$ cat src/nat_pkg.sv
`timescale 1ns / 1ps
// ----------------------------------------------------------------------------
// nat_pkg: shared types and constants for the name-to-id table
// Sizes, cell token and write request types, state codes and name trimming.
// ----------------------------------------------------------------------------
package nat_pkg;

  localparam int ENTRIES   = 16;
  localparam int ID_BITS   = 8;
  localparam int IDX_W     = (ENTRIES > 1) ? $clog2(ENTRIES) : 1;
  localparam int NAME_LO_W = 64;
  localparam int NAME_HI_W = 24;
  localparam int NAME_BYTES = (NAME_LO_W + NAME_HI_W) / 8;
  localparam int TID_W     = 8;

  // request modes
  localparam logic MODE_REGISTER = 1'b0;
  localparam logic MODE_LOOKUP   = 1'b1;

  typedef logic [ID_BITS-1:0] id_t;
  typedef logic [IDX_W-1:0]   idx_t;
  typedef logic [TID_W-1:0]   tid_t;

  typedef struct packed {
    logic [NAME_HI_W-1:0] hi;
    logic [NAME_LO_W-1:0] lo;
  } key_t;

  // search token handed from cell to cell
  typedef struct packed {
    logic act;
    logic hit;
    idx_t idx;
    id_t  id;
  } tok_t;

  // write request broadcast to the cells
  typedef struct packed {
    logic key_en;
    logic id_en;
    id_t  id;
  } wr_t;

  typedef enum logic [1:0] {
    ST_IDLE,
    ST_WALK,
    ST_FINISH
  } state_t;

  // Zero every byte from the first zero byte of the name onward.
  function automatic key_t trim_key(input logic [NAME_LO_W-1:0] lo,
                                    input logic [NAME_HI_W-1:0] hi);
    logic [NAME_LO_W+NAME_HI_W-1:0] raw;
    logic [NAME_LO_W+NAME_HI_W-1:0] res;
    logic                           keep;
    raw  = {hi, lo};
    res  = '0;
    keep = 1'b1;
    for (int b = 0; b < NAME_BYTES; b++) begin
      keep = keep & (raw[8*b +: 8] != 8'h00);
      res[8*b +: 8] = keep ? raw[8*b +: 8] : 8'h00;
    end
    return key_t'(res);
  endfunction

endpackage

$ cat src/nat_cell.sv
`timescale 1ns / 1ps
// ----------------------------------------------------------------------------
// nat_cell: one table entry of the name-to-id chain
// Holds a key, an id and a valid bit; compares the key against the request
// when the search token passes and hands the token on to the next cell.
// ----------------------------------------------------------------------------
module nat_cell (
  input  logic          clk,
  input  logic          rst_n,
  input  nat_pkg::idx_t my_idx,
  input  nat_pkg::key_t key_i,
  input  nat_pkg::tok_t tok_i,
  output nat_pkg::tok_t tok_o,
  input  logic          wr_sel,
  input  nat_pkg::wr_t  wr_i
);

  nat_pkg::key_t key_r;
  nat_pkg::id_t  id_r;
  logic          valid_r;
  logic          valid_nxt;
  logic          act_r;
  logic          act_nxt;
  logic          hit_r;
  logic          hit_nxt;
  nat_pkg::idx_t idx_r;
  nat_pkg::idx_t idx_nxt;
  nat_pkg::id_t  tid_r;
  nat_pkg::id_t  tid_nxt;
  logic          match;

  // compare the broadcast key with this entry
  assign match = valid_r && (key_r == key_i);

  // merge this entry's result into the passing token
  always_comb begin
    act_nxt = tok_i.act;
    hit_nxt = tok_i.hit | match;
    idx_nxt = tok_i.hit ? tok_i.idx : my_idx;
    tid_nxt = tok_i.hit ? tok_i.id  : id_r;
  end

  always_comb begin
    valid_nxt = valid_r;
    if (wr_sel && wr_i.key_en) begin
      valid_nxt = 1'b1;
    end
  end

  // control state
  always_ff @(posedge clk) begin
    if (!rst_n) begin
      act_r   <= 1'b0;
      valid_r <= 1'b0;
    end else begin
      act_r   <= act_nxt;
      valid_r <= valid_nxt;
    end
  end

  // token payload
  always_ff @(posedge clk) begin
    if (tok_i.act) begin
      hit_r <= hit_nxt;
      idx_r <= idx_nxt;
      tid_r <= tid_nxt;
    end
  end

  // entry contents
  always_ff @(posedge clk) begin
    if (wr_sel && wr_i.key_en) begin
      key_r <= key_i;
    end
    if (wr_sel && wr_i.id_en) begin
      id_r <= wr_i.id;
    end
  end

  assign tok_o = '{act: act_r, hit: hit_r, idx: idx_r, id: tid_r};

endmodule

$ cat src/name_to_id_assoc_table.sv
`timescale 1ns / 1ps
// ----------------------------------------------------------------------------
// name_to_id_assoc_table: associative name-to-id table, round-robin refill
// Registers or looks up names of up to 11 bytes against a row of entry cells.
// ----------------------------------------------------------------------------
// One request is in work at a time. After acceptance a start register
// launches the search token, which walks the row of ENTRIES cells one cell
// per clock; the token leaving the last cell is captured into the result
// registers, and the finish state writes the table on a register request
// and loads the output register, waiting while a held result is stalled.
// A new request is taken only once the table is idle again. A register
// request overwrites the id on a hit, or fills the next round-robin slot on
// a miss, evicting the oldest entry once the table is full; its result has
// found set if the name was present, with found_id zero. A lookup returns
// the stored id on a hit. Name bytes after the first zero byte are ignored.
// ----------------------------------------------------------------------------
module name_to_id_assoc_table (
  input  logic        clk,
  input  logic        rst_n,
  input  logic        in_valid,
  output logic        in_stall,
  input  logic        in_mode,
  input  logic [63:0] in_name_low,
  input  logic [23:0] in_name_high,
  input  logic [7:0]  in_task_id,
  output logic        out_valid,
  input  logic        out_stall,
  output logic        out_found,
  output logic [7:0]  out_found_id
);

  nat_pkg::state_t state_r;
  nat_pkg::state_t state_nxt;
  logic            in_acc;
  logic            out_free;
  logic            fin_go;
  logic            do_reg;

  nat_pkg::key_t   key_r;
  logic            mode_r;
  nat_pkg::id_t    tid_r;
  logic            start_r;

  logic            res_hit_r;
  nat_pkg::idx_t   res_idx_r;
  nat_pkg::id_t    res_id_r;

  nat_pkg::idx_t   next_slot_r;
  nat_pkg::idx_t   next_slot_nxt;
  nat_pkg::idx_t   wr_tgt;
  nat_pkg::wr_t    wr;
  logic [nat_pkg::ENTRIES-1:0] wr_sel;

  logic            out_valid_r;
  logic            out_valid_nxt;
  logic            out_found_r;
  nat_pkg::tid_t   out_found_id_r;

  nat_pkg::tok_t   tok [nat_pkg::ENTRIES+1];

  assign in_acc   = in_valid && !in_stall;
  assign out_free = !out_valid_r || !out_stall;

  // next state
  always_comb begin
    state_nxt = state_r;
    unique case (state_r)
      nat_pkg::ST_IDLE: begin
        if (in_acc) begin
          state_nxt = nat_pkg::ST_WALK;
        end
      end
      nat_pkg::ST_WALK: begin
        if (tok[nat_pkg::ENTRIES].act) begin
          state_nxt = nat_pkg::ST_FINISH;
        end
      end
      nat_pkg::ST_FINISH: begin
        if (out_free) begin
          state_nxt = nat_pkg::ST_IDLE;
        end
      end
      default: state_nxt = nat_pkg::ST_IDLE;
    endcase
  end

  // state outputs
  always_comb begin
    in_stall = 1'b1;
    fin_go   = 1'b0;
    unique case (state_r)
      nat_pkg::ST_IDLE:   in_stall = 1'b0;
      nat_pkg::ST_WALK:   in_stall = 1'b1;
      nat_pkg::ST_FINISH: fin_go   = out_free;
      default:            in_stall = 1'b1;
    endcase
  end

  // write back: id on a hit, whole entry at the round-robin slot on a miss
  assign do_reg = fin_go && (mode_r == nat_pkg::MODE_REGISTER);
  assign wr_tgt = res_hit_r ? res_idx_r : next_slot_r;
  assign wr     = '{key_en: !res_hit_r, id_en: 1'b1, id: tid_r};

  always_comb begin
    next_slot_nxt = next_slot_r;
    if (do_reg && !res_hit_r) begin
      if (next_slot_r == nat_pkg::idx_t'(nat_pkg::ENTRIES - 1)) begin
        next_slot_nxt = '0;
      end else begin
        next_slot_nxt = next_slot_r + nat_pkg::idx_t'(1);
      end
    end
  end

  // output register
  always_comb begin
    out_valid_nxt = out_valid_r && out_stall;
    if (fin_go) begin
      out_valid_nxt = 1'b1;
    end
  end

  always_ff @(posedge clk) begin
    if (!rst_n) begin
      state_r     <= nat_pkg::ST_IDLE;
      start_r     <= 1'b0;
      next_slot_r <= '0;
      out_valid_r <= 1'b0;
    end else begin
      state_r     <= state_nxt;
      start_r     <= in_acc;
      next_slot_r <= next_slot_nxt;
      out_valid_r <= out_valid_nxt;
    end
  end

  // hold the request while it is in work
  always_ff @(posedge clk) begin
    if (in_acc) begin
      key_r  <= nat_pkg::trim_key(in_name_low, in_name_high);
      mode_r <= in_mode;
      tid_r  <= nat_pkg::id_t'(in_task_id);
    end
  end

  // capture the token leaving the last cell
  always_ff @(posedge clk) begin
    if (tok[nat_pkg::ENTRIES].act) begin
      res_hit_r <= tok[nat_pkg::ENTRIES].hit;
      res_idx_r <= tok[nat_pkg::ENTRIES].idx;
      res_id_r  <= tok[nat_pkg::ENTRIES].id;
    end
  end

  always_ff @(posedge clk) begin
    if (fin_go) begin
      out_found_r    <= res_hit_r;
      out_found_id_r <= (mode_r == nat_pkg::MODE_LOOKUP && res_hit_r)
                        ? nat_pkg::tid_t'(res_id_r) : '0;
    end
  end

  // cell row
  assign tok[0] = '{act: start_r, hit: 1'b0, idx: '0, id: '0};

  for (genvar i = 0; i < nat_pkg::ENTRIES; i++) begin : g_cell
    assign wr_sel[i] = do_reg && (wr_tgt == nat_pkg::idx_t'(i));

    nat_cell u_cell (
      .clk    (clk),
      .rst_n  (rst_n),
      .my_idx (nat_pkg::idx_t'(i)),
      .key_i  (key_r),
      .tok_i  (tok[i]),
      .tok_o  (tok[i+1]),
      .wr_sel (wr_sel[i]),
      .wr_i   (wr)
    );
  end

  assign out_valid    = out_valid_r;
  assign out_found    = out_found_r;
  assign out_found_id = out_found_id_r;

endmodule

$ cat config.mk
export PLATFORM = sky130hd
export DESIGN_NAME = name_to_id_assoc_table
export DESIGN_NICKNAME = d
export VERILOG_FILES = /design/src/nat_pkg.sv /design/src/nat_cell.sv /design/src/name_to_id_assoc_table.sv
export SDC_FILE = /design/constraint.sdc
export NUM_CORES = 2
export LEC_CHECK = 0
export BUFFER_PORTS_ARGS = -buffer_cell sky130_fd_sc_hd__clkbuf_2
export CORE_MARGIN = 2
export CORE_UTILIZATION = 55
export DETAILED_ROUTE_END_ITERATION = 16
export PLACE_DENSITY = 0.71
export SETUP_SLACK_MARGIN = 0.5
export SLEW_MARGIN = 30
export SYNTH_ARGS = -nofsm -noshare
export SYNTH_HDL_FRONTEND = slang
export SYNTH_SLANG_ARGS = --single-unit
$ cat constraint.sdc
create_clock -name clk -period 5 [get_ports clk]
set_clock_uncertainty 0.1 [all_clocks]
set_input_delay 0.5 -clock clk [delete_from_list [all_inputs] [get_ports clk]]
set_output_delay 0.5 -clock clk [all_outputs]
set_load 0.05 [all_outputs]
# [After elaboration in Yosys (flattened, before gate mapping)]
# Index checks and enable logic that the tools add are counted.
[classes] n_reduce_logical=71 n_eq_ne=37 n_bitwise=26 add_sub_neg=1 muxes=24
[op_table] cell="$eq A88 B88 Y1" n=16
[op_table] cell="$mux W8" n=15
[op_table] cell="$reduce_bool A8 Y1" n=11
[op_table] cell="$logic_and A1 B1 Y1" n=53
[op_table] cell="$eq A4 B4 Y1 const B" n=9
[op_table] cell="$eq A4 B3 Y1 const B" n=4
[op_table] cell="$or A1 B1 Y1" n=15
[op_table] cell="$and A1 B1 Y1" n=10
[op_table] cell="$eq A4 B2 Y1 const B" n=2
[op_table] cell="$mux W4" n=2
[op_table] cell="$mux W2" n=3
[op_table] cell="$pmux W2 S3" n=1
[op_table] cell="$add A4 B1 Y4 const B" n=1
[op_table] cell="$eq A4 B1 Y1 const B" n=1
[op_table] cell="$logic_not A4 Y1" n=1
[op_table] cell="$ne A2 B2 Y1 const B" n=2
[op_table] cell="$logic_not A1 Y1" n=3
[op_table] cell="$mux W1" n=3
[op_table] cell="$reduce_and A3 Y1" n=1
[op_table] cell="$eq A2 B1 Y1 const B" n=1
[op_table] cell="$eq A2 B2 Y1 const B" n=1
[op_table] cell="$logic_not A2 Y1" n=1
[op_table] cell="$ne A2 B1 Y1 const B" n=1
[op_table] cell="$logic_or A1 B1 Y1" n=1
[op_table] cell="$not A1 Y1" n=1
[word_totals] word_cells=308 out_inout_bits=11 inputBits=101 reg_bits=1888

# [Depth between registers and ports, before layout]
[depth] depth_word=11 depth_mapped=7

# [By module]
# A second synthesis with hierarchy kept.
[unflattened] hier_cells=4565 hier_area_um2=77574.4
[modules_own_cells] module="nat_cell" seq_area_each_um2=3313.2 instances=16 area_per_inst_um2=4503.1 cells_each=260
[modules_own_cells] module="name_to_id_assoc_table" seq_area_each_um2=3733.6 instances=1 area_per_inst_um2=5525.3 cells_each=405

# [Worst setup path after synthesis]
# Ideal clock, no wire load.
[synth_path] path_kind="register -> register" startpoint="register out_valid_r, in the netlist out_valid" endpoint="register g_cell[4].u_cell.key_r[0] (netlist bit), enable pin" setup_time_ns=0.537 t_required_ns=4.363 stages_incl_launch_ff=5 arrival_time_ns=4.970 path_buffers=0 slack_ns=-0.607 cell_sequence="dfxtp_1 -> nand2_1 -> nor3b_1 -> o21ai_1 -> nor2_1"
[synth_via] elab_chain_len=6
[synth_lines] element="from (decl)" line_no="name_to_id_assoc_table.sv:54" text="logic out_valid_r;"
[synth_lines] element="from (signal assigned)" line_no="name_to_id_assoc_table.sv:133" text="out_valid_r <= out_valid_nxt;"
[synth_lines] element="$logic_not A1 Y1" line_no="name_to_id_assoc_table.sv:62" text="assign out_free = !out_valid_r || !out_stall;"
[synth_lines] element="$logic_or A1 B1 Y1" line_no="name_to_id_assoc_table.sv:62"
[synth_lines] element="$mux W1" line_no="name_to_id_assoc_table.sv:91" text="unique case (state_r)"
[synth_lines] element="$logic_and A1 B1 Y1" line_no="name_to_id_assoc_table.sv:100" text="assign do_reg = fin_go && (mode_r == nat_pkg::MODE_REGISTER);"
[synth_lines] element="$logic_and A1 B1 Y1" line_no="name_to_id_assoc_table.sv:167" text="assign wr_sel[i] = do_reg && (wr_tgt == nat_pkg::idx_t'(i));"
[synth_lines] element="$logic_and A1 B1 Y1" line_no="nat_cell.sv:72" text="if (wr_sel && wr_i.key_en) begin"
[synth_lines] element="to (signal assigned)" line_no="nat_cell.sv:73" text="key_r <= key_i;"
[synth_lines] element="to (decl)" line_no="nat_cell.sv:18" text="nat_pkg::key_t key_r;"
# No other way between the ends.
# A chain may end at the register's enable or synchronous reset.

# [Worst setup path in the final report]
[layout_path] startpoint="register key_r[15] (netlist bit)" endpoint="register g_cell[5].u_cell.hit_r, data pin"
[layout_via] elab_chain_len=3
[layout_lines] element="from (decl)" line_no="name_to_id_assoc_table.sv:39" text="nat_pkg::key_t key_r;"
[layout_lines] element="from (signal assigned)" line_no="name_to_id_assoc_table.sv:140" text="key_r <= nat_pkg::trim_key(in_name_low, in_name_high);"
[layout_lines] element="$eq A88 B88 Y1" line_no="nat_cell.sv:33" text="assign match = valid_r && (key_r == key_i);"
[layout_lines] element="$logic_and A1 B1 Y1" line_no="nat_cell.sv:33"
[layout_lines] element="$or A1 B1 Y1" line_no="nat_cell.sv:38" text="hit_nxt = tok_i.hit | match;"
[layout_lines] element="named net g_cell[5].u_cell.hit_nxt" line_no="nat_cell.sv:25" text="logic hit_nxt;"
[layout_lines] element="to (signal assigned)" line_no="nat_cell.sv:64" text="hit_r <= hit_nxt;"
[layout_lines] element="to (decl)" line_no="nat_cell.sv:24" text="logic hit_r;"
# The timed path passes the listed nets, and every way through them passes these cells.

==> metrics.yaml <==
global_route:
  grt_util_met1_pct: 51.5
  pin_count_of_the_biggest_net_entering_global_routing: 90
  grt_antenna_before_repair: 30
  first_global_vias: 45300
  grt_pass1_wl_um: 371000
  overflow: 0
  busiest_layer: "met2"
  gr_util_met2_pct: 57.1
  grtUsageTotal_pct: 38.6
  grtUsageMet3_pct: 10.3
logic_synthesis:
  synth_enable_flop_cells: 1848
  synth-warning-count: 0
  ys_dominant_reg_cell: "sky130_fd_sc_hd__edfxtp_1"
  synth_cell_type_count: 65
  avgSynthCellArea_um2: 16.2
  synth-seq-area-share_pct: 73.3
  async_flop_share_pct: 0
  synth_cells: 4729
  mappedNetlistArea_mm2: 0.0768
  synth_nets: 4831
  postSynthRegisterBits: 1888
power:
  static-leakage-power_nw: 28.5
  powerDensity_mw_per_mm2: 378
  maximum_resistive_drop_on_vdd_mv: 0.333
  power.total_w: 0.0334
placement:
  globalplace.congestion: 1.05
  port-buffer-count: 111
  hpwlAfterDp_um: 185000
  detailed_place.area_mm2: 0.0815
floorplanning:
  floorplan.die.height_um: 378
  design.die.area_mm2: 0.143
  ios: 112
  design.core.area_mm2: 0.139
  dieWidth_um: 378
  floorplan.initialDensity_pct: 55.3
  row_count: 137
timing:
  setup_viol_count_final: 0
  fin_crit_ns: 4.04
  setup-tns-final_ns: 0
  fmax_ghz: 0.247
  final_hold_viol_count: 0
  slew_viol_final: 0
  timing.max_slew.rel_slack_pct: 21.6
  timing_worst_slew_pin_value_ns: 1.16
  grt_setup_unrepaired: "no"
  final.period_utilization_pct: 80.8
clock_network:
  cts_htree_levels: 4
  clock_sinks: 1888
  cts_made_buffers: 187
  cts_repair_resize_count: 0
  cts_tree: "yes"
  clockBufferDepth: 3
  cts_root_buf: "sky130_fd_sc_hd__clkbuf_16"
  clk_transition_reported_paths_ns: 0.07
  worstSkewPairLatency_ns: 0.84
  ctsHoldBuffers: 80
  cts_setup_buffers: 0
final_layout:
  syn2layout_area_growth_pct: 14.9
  layout.filler_cells: 9911
  proportion_of_layout_cells_with_a_drive_suffix_above_1_pct: 15.7
  nNetsFinal: 5284
  layout.core_utilization_pct: 63.5
  stdcell_area_mm2: 0.0883
detailed_routing:
  drc: 0
  dr.pass1.iters: 13
  routed_wire_length_per_instance_um: 38.0
  vias: 48100
  antenna_left: 0
  route.final.wire_length_um: 275000
  dr.first_iter.drc_count: 8697
  vias_per_cell: 6.64
critical_path:
  reg2reg_from: "key_r[15]"
  arrival_ns: 4.46
  timing.reg2reg.worst_path_depth: 7
  crit_path_frequent_cell: "sky130_fd_sc_hd__buf_4"
  critical_path.cell_chain: "buf_4, buf_4, nand2b_1, o2111ai_1, nor4_1, nand4_1, o41ai_1"
  worst_path_dominant_cell_family: "compound AO/OA/AOI/OAI gates"
  critical-path-slowest-cell: "sky130_fd_sc_hd__edfxtp_1"
  timing.critical_path.depth: 7
  end_kind: "register"
  startpoint: "key_r[15]"
  crit_end: "g_cell[5].u_cell.hit_r"
  path_max_fanout: 16
  crit_path_buffers_inverters: 2
  cp_data_required_time_ns: 5.42
  worst-setup-path-type: "reg -> reg"
  slowest_delay_ns: 0.91
  setup.worst_path.start_class: "register"
  worst-r2r-setup-slack_ns: 0.96
  r2r-end: "g_cell[5].u_cell.hit_r"
run:
  maxCapViolCount: 0
min_path:
  worst_hold_check_path_type: "in -> reg"
outcome:
  status: "finished clean"
-- layout by cell type, fill, tap and decap left out, types with 12 or more instances in the layout --
cell	netlist	routed
sky130_fd_sc_hd__a2111oi_0	48	48
sky130_fd_sc_hd__a221oi_1	22	22
sky130_fd_sc_hd__a22o_1	42	42
sky130_fd_sc_hd__and2_1	92	92
sky130_fd_sc_hd__and3_1	26	26
sky130_fd_sc_hd__buf_12	0	34
sky130_fd_sc_hd__buf_4	4	238
sky130_fd_sc_hd__clkbuf_1	75	48
sky130_fd_sc_hd__clkbuf_16	0	192
sky130_fd_sc_hd__clkbuf_2	0	111
sky130_fd_sc_hd__clkinv_1	0	48
sky130_fd_sc_hd__clkinv_2	0	35
sky130_fd_sc_hd__dfxtp_1	40	38
sky130_fd_sc_hd__diode_2	0	20
sky130_fd_sc_hd__dlygate4sd3_1	0	80
sky130_fd_sc_hd__edfxtp_1	1848	1848
sky130_fd_sc_hd__inv_1	112	112
sky130_fd_sc_hd__inv_2	46	46
sky130_fd_sc_hd__mux2_2	120	120
sky130_fd_sc_hd__nand2_1	32	31
sky130_fd_sc_hd__nand2b_1	237	237
sky130_fd_sc_hd__nand3_1	18	18
sky130_fd_sc_hd__nand4_1	181	181
sky130_fd_sc_hd__nor2_1	49	32
sky130_fd_sc_hd__nor2_4	0	17
sky130_fd_sc_hd__nor2b_1	131	131
sky130_fd_sc_hd__nor3_1	26	25
sky130_fd_sc_hd__nor4_1	183	179
sky130_fd_sc_hd__o2111ai_1	70	70
sky130_fd_sc_hd__o21a_1	19	19
sky130_fd_sc_hd__o221ai_1	12	12
sky130_fd_sc_hd__o22ai_1	82	82
sky130_fd_sc_hd__o2bb2ai_1	42	42
sky130_fd_sc_hd__or4_1	14	14
sky130_fd_sc_hd__xnor2_1	560	560
sky130_fd_sc_hd__xor2_1	371	371
-- area by class of cell --
type / count / area [um^2] / share of cell area [%]
sequential: 1888 / 56300 / 63.8
multi-input combinational: 2481 / 19200 / 21.8
clock buffer: 248 / 5090 / 5.77
timing repair buffer: 466 / 3880 / 4.39
tap: 1876 / 2350 / 2.66
clock inverter: 105 / 833 / 0.944
inverter: 158 / 593 / 0.672
antenna: 20 / 50.0 / 0.0567
-- per-layer routing --
metal / vias up / wire (um)
met2: 4063 / 120000
met4: 14 / 19500
li1: 18900 / -
met3: 834 / 37400
met5: - / 86
met1: 24300 / 98200
-- stage by stage --
stage	setup WS, ns	std cells	hold slack (ns)
after floorplan	-0.607	4729	0.300
after global placement	1.32	6786	0.301
after detailed placement	1.30	6789	0.305
after CTS	1.27	7222	0.00512
after global routing	1.13	7222	0.0275
final	0.959	7242	0.0424
-- cells by family (layout without fill, tap and decap cells) --
family	Yosys count	after routing	share of synthesized area, %
buffers and inverters	360	977	1.95
XOR/XNOR	931	931	10.6
adder cells (fa/ha/maj)	1	1	0.0163
flip-flops	1888	1888	73.3
multiplexers	122	122	1.79
AO/OA/AOI/OAI	419	419	4.41
AND/OR/NAND/NOR	1008	1008	7.94
other	0	20	0
-- flip-flops by register name, indices dropped and copies added (netlist names), 16 cells and up --
name                   count
g_cell.u_cell.valid_r     16
g_cell.u_cell.hit_r       16
g_cell.u_cell.id_r       128
g_cell.u_cell.idx_r       49
g_cell.u_cell.act_r       16
g_cell.u_cell.key_r     1408
key_r                     88
g_cell.u_cell.tid_r      128
-- worst min-delay path by stage --
stage | to | cells after the start | slack (ns) | startpoint
final | key_r[35] | 2 | 0.04 | in_name_low[35]
after CTS | key_r[77] | 2 | 0.005 | in_name_high[13]
after global routing | key_r[64] | 2 | 0.03 | in_name_high[0]
after floorplan | g_cell[0].u_cell.tid_r[0] | 0 | 0.30 | g_cell[0].u_cell.id_r[0]
after global placement | g_cell[0].u_cell.tid_r[0] | 0 | 0.30 | g_cell[0].u_cell.id_r[0]
after detailed placement | res_id_r[1] | 0 | 0.30 | g_cell[15].u_cell.tid_r[1]
-- Yosys cell counts (49+ instances only) --
library cell / instances / area (um^2)
sky130_fd_sc_hd__and2_1: 92 / 576
sky130_fd_sc_hd__buf_2: 106 / 531
sky130_fd_sc_hd__clkbuf_1: 75 / 282
sky130_fd_sc_hd__edfxtp_1: 1848 / 55500
sky130_fd_sc_hd__inv_1: 112 / 420
sky130_fd_sc_hd__mux2_2: 120 / 1350
sky130_fd_sc_hd__nand2b_1: 237 / 1480
sky130_fd_sc_hd__nand4_1: 181 / 1130
sky130_fd_sc_hd__nor2_1: 49 / 184
sky130_fd_sc_hd__nor2b_1: 131 / 820
sky130_fd_sc_hd__nor4_1: 183 / 1140
sky130_fd_sc_hd__o2111ai_1: 70 / 613
sky130_fd_sc_hd__o22ai_1: 82 / 513
sky130_fd_sc_hd__xnor2_1: 560 / 4900
sky130_fd_sc_hd__xor2_1: 371 / 3250
-- report_power, final --
part / switching [W] / internal, W
sequential: 0.000180 / 0.0174
clock: 0.00609 / 0.00764
combinational: 0.00146 / 0.000587
Power figures use the tool's default switching activity.
